**config.mk**
```make
export PLATFORM = sky130hd
export DESIGN_NAME = arsc_fmt
export DESIGN_NICKNAME = d
export VERILOG_FILES = /design/src/rtl/arsc_pkg.sv /design/src/rtl/arsc_fmt.sv
export SDC_FILE = /design/constraint.sdc
export NUM_CORES = 1
export LEC_CHECK = 0
export ABC_CLOCK_PERIOD_IN_PS = 6800
export BUFFER_PORTS_ARGS = -buffer_cell sky130_fd_sc_hd__buf_2
export CAP_MARGIN = 20
export CORE_UTILIZATION = 25
export CTS_BUF_LIST = sky130_fd_sc_hd__clkbuf_2
export DETAILED_ROUTE_END_ITERATION = 10
export PLACE_DENSITY = 0.46
export SKIP_CTS_REPAIR_TIMING = 1
export SYNTH_ARGS = -nofsm -noshare
export SYNTH_HDL_FRONTEND = slang
export SYNTH_SLANG_ARGS = --single-unit
```
**constraint.sdc**
```tcl
create_clock -name clock -period 6.8 [get_ports clock]
set_clock_uncertainty 0.2 [all_clocks]
set_input_delay 1.36 -clock clock [delete_from_list [all_inputs] [get_ports clock]]
set_output_delay 1.36 -clock clock [all_outputs]
set_load 0.01 [all_outputs]
```
**src/rtl/arsc_pkg.sv**
```systemverilog
// Shared constants, types and lane tables of the ADC frame scaler.
package arsc_pkg;
   localparam int ADC_BITS   = 12;
   localparam int CNT_W      = ADC_BITS;
   localparam int DEN_W      = ADC_BITS + 1;
   localparam int REF_W      = 22;
   localparam int GAIN_W     = 20;
   localparam int OFFS_W     = 18;
   localparam int K_W        = GAIN_W;
   localparam int CONST_W    = 20;
   localparam int P1_W       = CNT_W + REF_W;
   localparam int N_W        = P1_W + K_W;
   localparam int D_W        = DEN_W + CONST_W;
   localparam int X_W        = N_W + 1;
   localparam int Q_W        = 18;
   localparam int T_W        = Q_W + 2;
   localparam int RES_W      = 16;
   localparam int RES_SMAX   = (1 << (RES_W - 1)) - 1;
   localparam int RES_SMIN   = -(1 << (RES_W - 1));
   localparam int LANES      = 8;
   localparam int IN_FIELDS  = 9;
   localparam int REQ_DATA_W = ((IN_FIELDS * CNT_W + 7) / 8) * 8;
   localparam int RSP_DATA_W = LANES * RES_W;
   localparam int CSR_IDX_W  = 2;
   localparam int CSR_DATA_W = REF_W;

   // Lane order equals the order of the result fields.
   localparam int LN_VIN   = 0;
   localparam int LN_CIN   = 1;
   localparam int LN_VAUX  = 2;
   localparam int LN_VCC   = 3;
   localparam int LN_VCORE = 4;
   localparam int LN_CTEMP = 5;
   localparam int LN_PTC1  = 6;
   localparam int LN_PTC2  = 7;

   // Slots of the raw counts in the input item.
   localparam int IN_PTC1  = 0;
   localparam int IN_PTC2  = 1;
   localparam int IN_CIN   = 2;
   localparam int IN_VIN   = 3;
   localparam int IN_VAUX  = 4;
   localparam int IN_VCC   = 5;
   localparam int IN_VCORE = 6;
   localparam int IN_VREF  = 7;
   localparam int IN_CTEMP = 8;

   // Each lane computes round(count * ref_uv * K / (den * C)).
   localparam logic [K_W-1:0] LANE_K [LANES] = '{
      K_W'(73), K_W'(1), K_W'(5), K_W'(5), K_W'(1), K_W'(0), K_W'(5280), K_W'(5280)};
   localparam logic [CONST_W-1:0] LANE_C [LANES] = '{
      CONST_W'(3000), CONST_W'(2000), CONST_W'(2000), CONST_W'(3000),
      CONST_W'(1000), CONST_W'(1000000), CONST_W'(1000000), CONST_W'(1000000)};

   localparam logic [REF_W-1:0]         NOMINAL_REF_UV = REF_W'(2500000);
   localparam logic [DEN_W-1:0]         NOMINAL_DEN    = DEN_W'(2 ** ADC_BITS);
   localparam logic signed [OFFS_W-1:0] PTC_BIAS       = OFFS_W'(-1200);
   localparam int                       NOMINAL_FS_MV  = 2500;

   localparam logic [REF_W-1:0]         VREF_UV_RST = REF_W'(1212000);
   localparam logic [GAIN_W-1:0]        TGAIN_RST   = GAIN_W'(50000);
   localparam logic signed [OFFS_W-1:0] TOFFS_RST   = OFFS_W'(-28500);

   typedef enum logic [CSR_IDX_W-1:0] {
      CSR_VREF_UV = 2'd0,
      CSR_TGAIN   = 2'd1,
      CSR_TOFFS   = 2'd2
   } csr_index_type;

   typedef struct packed {
      logic [REF_W-1:0]         vref_uv;
      logic [GAIN_W-1:0]        tgain;
      logic signed [OFFS_W-1:0] toffs;
   } cfg_type;

   typedef struct packed {
      logic [LANES-1:0][CNT_W-1:0] cnt;
      logic [CNT_W-1:0]            vref;
   } frame_type;

   typedef struct packed {
      logic [LANES-1:0][X_W-1:0] x;
      logic [LANES-1:0][D_W-1:0] d;
      logic                      fallback;
   } div_req_type;

   typedef struct packed {
      logic [LANES-1:0][Q_W-1:0] q;
      logic [LANES-1:0]          ovf;
      logic                      fallback;
   } div_rsp_type;
endpackage

```
**src/rtl/arsc_fmt.sv**
```systemverilog
// Offset, saturation and output register of the scaled results.
module arsc_fmt import arsc_pkg::*; (
   input  logic                        clock,
   input  logic                        reset,
   input  logic signed [OFFS_W-1:0]    core_offs,
   input  logic                        in_valid,
   output logic                        in_ready,
   input  div_rsp_type                 in_rsp,
   output logic                        rsp_valid,
   input  logic                        rsp_ready,
   output logic [LANES-1:0][RES_W-1:0] res,
   output logic                        fallback
);
   logic                        valid_ff;
   logic                        fb_ff;
   logic [LANES-1:0][RES_W-1:0] res_ff, res_in;

   always_comb begin
      logic [Q_W-1:0]           qs;
      logic signed [OFFS_W-1:0] offs;
      logic signed [T_W-1:0]    t;
      for (int l = 0; l < LANES; l++) begin
         qs   = in_rsp.ovf[l] ? '1 : in_rsp.q[l];
         offs = (l == LN_CTEMP) ? core_offs : PTC_BIAS;
         t    = $signed({2'b00, qs}) + T_W'(offs);
         if (l < LN_CTEMP) begin
            res_in[l] = (in_rsp.ovf[l] || (in_rsp.q[l][Q_W-1:RES_W] != '0)) ?
                        '1 : in_rsp.q[l][RES_W-1:0];
         end else if (t > RES_SMAX) begin
            res_in[l] = RES_W'(RES_SMAX);
         end else if (t < RES_SMIN) begin
            res_in[l] = RES_W'(RES_SMIN);
         end else begin
            res_in[l] = t[RES_W-1:0];
         end
      end
   end

   always_ff @(posedge clock) begin
      if (reset) begin
         valid_ff <= 1'b0;
      end else if (in_ready) begin
         valid_ff <= in_valid;
      end
   end

   always_ff @(posedge clock) begin
      if (in_ready && in_valid) begin
         res_ff <= res_in;
         fb_ff  <= in_rsp.fallback;
      end
   end

   always_comb begin
      in_ready  = !valid_ff || rsp_ready;
      rsp_valid = valid_ff;
      res       = res_ff;
      fallback  = fb_ff;
   end
endmodule

```
# Yosys cells after proc, flatten, opt, wreduce, memory -nomap -nowiden
# Cells that the tools add are included.
word_totals:
  reg_bits: 130
  inputBits: 175
op_classes:
  add_sub_neg: 3
  n_lt_le_gt_ge: 6
  n_mux: 6
  reduce_logical: 13
ops:
  columns: ["operator", "count"]
  rows:
  - ["greater-than comparator 20 x 16 -> 1 bit, second input constant", 3]
  - ["less-than comparator 20 x 16 -> 1 bit, second input constant", 3]
  - ["2-to-1 mux 18 bit", 3]
  - ["2-to-1 mux 16 bit", 3]
  - ["adder 19 x 12 -> 20 bit, second input constant", 2]
  - ["adder 19 x 18 -> 20 bit", 1]
  - ["nonzero test 2 bit", 5]
  - ["logical OR 1 bit", 6]
  - ["logical AND 1 bit", 1]
  - ["logical NOT 1 bit", 1]

# Depth between registers and ports, before layout
depth:
  word_depth: 4
  depth_mapped: 13
  depth_no_buf: 12

# Least setup slack after synthesis
# Ideal clock, no wire load.
synth_timing:
  kind: "input-to-reg"
  startpoint: "in rsp_ready"
  endpoint: "reg fb_ff, in the netlist fallback (enable)"
  setup_ns: 0.504
  arrival_ns: 4.542
  t_required_ns: 6.096
  slack_ns: 1.554
  stages: 2
  cell_sequence: "nand2b_1 and2_1"
synth_via:
  elab_chain_len: 2
synth_lines:
  columns: ["item", "line_no", "rtl"]
  rows:
  - ["from (decl)", "arsc_fmt.sv:10", "input logic rsp_ready,"]
  - ["logical OR 1 bit", "arsc_fmt.sv:55", "in_ready = !valid_ff || rsp_ready;"]
  - ["logical AND 1 bit", "arsc_fmt.sv:48", "if (in_ready && in_valid) begin"]
  - ["to (signal assigned)", "arsc_fmt.sv:50", "fb_ff <= in_rsp.fallback;"]
  - ["to (decl)", "arsc_fmt.sv:15", "logic fb_ff;"]
# Every way passes these cells.
# A chain may end at the register's enable or synchronous reset.

# Final worst setup path
layout_timing:
  startpoint: "in in_rsp[6] (netlist name)"
  endpoint: "reg res_ff (netlist bit res[94]) (data pin)"
layout_via:
  elab_chain_len: 4
  word_cells_on_any_way: 5
  cone_classes: "add/sub: 1; order compare: 2; mux: 2"
layout_lines:
  columns: ["item", "line_no", "rtl"]
  rows:
  - ["from (decl)", "arsc_fmt.sv:8", "input div_rsp_type in_rsp,"]
  - ["2-to-1 mux 18 bit (*)", "arsc_fmt.sv:23", "qs = in_rsp.ovf[l] ? '1 : in_rsp.q[l];"]
  - ["adder 19 x 18 -> 20 bit (*)", "arsc_fmt.sv:25", "t = $signed({2'b00, qs}) + T_W'(offs);"]
  - ["less-than comparator 20 x 16 -> 1 bit", "arsc_fmt.sv:31", "end else if (t < RES_SMIN) begin"]
  - ["2-to-1 mux 16 bit", "arsc_fmt.sv:31", null]
  - ["to (signal assigned)", "arsc_fmt.sv:49", "res_ff <= res_in;"]
  - ["to (decl)", "arsc_fmt.sv:16", "logic [LANES-1:0][RES_W-1:0] res_ff, res_in;"]
# Mark *: on every way between the ends. The rest lies on a longest branch, timed or not.

==> impl_results.md <==
* Critical-path maximum fanout at 18
* DRC viols at 0
* Most common cell after layout, fill and taps aside: buf_2
* Clock sinks at between 100 and 150
* First-pass GRT wire length at about 28000 um
* Outcome: completed
* Worst Hold Launch: rsp_valid$_SDFFE_PP0N_
* Initial antenna violation count at 1
* Largest net degree at the start of global routing at 51
* VDD IR max at a little over 0.08 mV
* Simple-gate share of the synthesized area at 0.1729
* Multi-input logic area at roughly 2500 um2
* Relative slew slack at 0.3852
* Number of port buffers at ~300
* CTS root buffer: clkbuf_2
* CTS Buf Count at 17
* Avg Inst Size Synth at ~12 um2
* Top-area cell type share of the netlist area at 0.5954
* Share of cells above drive strength 1 at 0.4420
* # IOs at between 300 and 400
* Syn Nets at ~740
* Reg area at slightly below 4000 um2
* Synth Area in Compound Gates at 0.1104
* CP most frequent cell: o21ai_2
* Number of synthesized flops with an enable pin at around 130
* Final setup vio count at 0
* Die height at between 150 and 200 um
* Primary FF master, synth: edfxtp_1
* Row cnt at just under 60
* Critical Path End Type: flop
* Die X at between 150 and 200 um
* Largest family of logic cells by synthesized area: simple AND/OR/NAND/NOR gates
* Final core utilization at 0.3439
* Yosys top cell by area: edfxtp_1
* Fillers at around 2600
* Number of library cell types mapped by synthesis at 55
* Final ANT Viol Nets at 0
* Synth top area cells: edfxtp_1, nand2b_1, ha_1
* Critical Path Max Stage Delay at 0.48 ns
* Yosys warns at 0
* Max-slew violation count at 0
* Mux cell area share after synthesis at 0.003269
* Vias at about 5000
* Hold Path Class: flop to flop
* Synthesized-area fraction occupied by adder cells at 0.04538
* Die Footprint at 26670 um2
* Routed wire length at about 19000 um
* Most frequent cells in the layout: buf_2, edfxtp_1, nand2b_1, a21oi_1, nand2_1
* Register area share after synthesis at 0.5985
* Worst EP arrival at around 4.2 ns
* Worst-path clk slew at ~0.22 ns
* R2r startpoint: rsp_valid$_SDFFE_PP0N_
* CTS H-tree depth at 4
* CTS tree: built
* Global placement routability congestion at 0.7917
* Crit path time final at 3.971 ns
* Power density over the cells at slightly above 200 nW/um2
* Area Overhead vs Synth at 33.87%
* Effective utilization at floorplan at 0.2569
* Core area at roughly 25000 um2
* Crit start category: primary input
* DR pass1 iterations at 4
* DP HPWL at roughly 15000 um
* Worst-margin pin slew at just over 0.9 ns
* Via-per-instance ratio at about 4.3
* Worst skew pair latency at around 0.67 ns
* Final net count at between 1000 and 1500
* Asr flop ratio synth at 0
* Critical path class: primary input to flop
* Sum Neg Setup Slack at 0 ns
* Syn Std Cell Area at ~6500 um2
* Cells after Synth at 539
* Flops & latches, synth at 130
* Crit path cell chain: buf_2, or2_2, ha_1, inv_1, fa_1, nand2b_1, a21oi_1, o21ai_2, o21bai_1, o21a_1, nand4bb_1, o21ai_2, o21ai_0
* LEAKAGE at around 0.0033 uW
* WL/cell at between 15 and 20 um
* Total gr overflow at 0
* Crit path launch: in_rsp[6]
* Fmax at around 250 MHz
* First DRT Iteration DRCs at about 290
* Slowest-stage cell, CP: o21ai_2
* CP required at 7.01 ns
* Endpoints failing hold at 0
* Period utilization at 0.5839
* RSZ-0062 raised after global routing: no
* Fraction of synthesized cell area in xor and xnor cells at 0.04692
* CTS Buffer Depth at 2
* Tot GR Track Use at 0.1390
* Vias in the first global route at just over 5000
* Max cap viols at 0
sequential cells by signal, indices dropped and copies added (netlist names):
register and flops:
rsp_valid 1, fallback 1, res 128
layer usage:
metal	wire, um	GRT usage
met3	1433	0.03809
met2	9671	0.2475
met5	0	0
met1	7434	0.1603
met4	142	0.04333
area by class of cell:
class                      instances  area share
multi-input combinational        377      0.2844
tap                              330     0.04741
sequential                       130      0.4471
clock inverter                    15     0.02069
inverter                          19    0.008188
antenna                            1   0.0002873
clock buffer                      17    0.009769
timing repair buffer             313      0.1822
cell families after synthesis:
logic type,count (synthesis)
adder cells (fa/ha/maj),23
AND/OR/NAND/NOR,206
multiplexers,2
flip-flops,130
XOR/XNOR,34
buffers and inverters,32
AO/OA/AOI/OAI,112
synthesized netlist by cell type (2+ instances only):
library cell / number
a21o_1: 5
a211oi_1: 3
o211ai_1: 3
nand3_1: 4
nor4_1: 3
nor2b_1: 3
or2_2: 22
o31ai_1: 3
edfxtp_1: 129
clkbuf_1: 8
a22oi_1: 2
and3_1: 2
o21ai_2: 4
nand4_1: 2
buf_6: 3
o21ai_0: 24
nand2b_1: 87
and2_1: 3
nor2_1: 32
a21oi_1: 45
ha_1: 22
inv_1: 19
o21ai_1: 4
nand2_1: 33
xnor2_1: 13
xor2_1: 20
o21a_1: 3
a21oi_2: 2
nor3_1: 9
o21bai_1: 2
worst paths after layout:
| check | endpoint | slack (ns) | depth (start not counted) |
|---|---|---|---|
| hold / removal | rsp_valid$_SDFFE_PP0N_ | 0.35 | 2 |
| hold reg to reg | rsp_valid$_SDFFE_PP0N_ | 0.35 | 2 |
| setup reg to reg | res[119]$_SDFFCE_PN1P_ | 4.65 | 3 |
| setup / recovery | res[94]$_SDFFCE_PN1P_ | 2.83 | 13 |
through the flow:
| step | setup slack [ns] | cell area [um2] | instances | hold slack [ns] | total power [uW] |
|---|---|---|---|---|---|
| floorplan | 1.554 | 6506 | 539 | 0.3930 | 1161 |
| global placement | 2.114 | 8442 | 1169 | 0.3272 | 1296 |
| detailed placement | 2.064 | 8442 | 1169 | 0.3327 | 1294 |
| CTS | 2.917 | 8707 | 1201 | 0.3556 | 1821 |
| global route | 2.582 | 8710 | 1202 | 0.3863 | 1891 |
| finish | 2.829 | 8710 | 1202 | 0.3466 | 1792 |
worst max-delay path: cells and delay by family:
family / cells / cell delay, ns
compound gates: 6 / 1.46
fa+ha+maj: 2 / 0.57
simple gates: 3 / 0.50
buf+inv: 2 / 0.29
power by group:
group          switching (uW)  leakage [uW]  internal [uW]
Combinational             191       0.00207            143
Sequential               9.11       0.00107            927
Clock                     311      0.000158            209
Total                     512       0.00330           1280
Note: power is estimated with default switching activity, not from simulation.
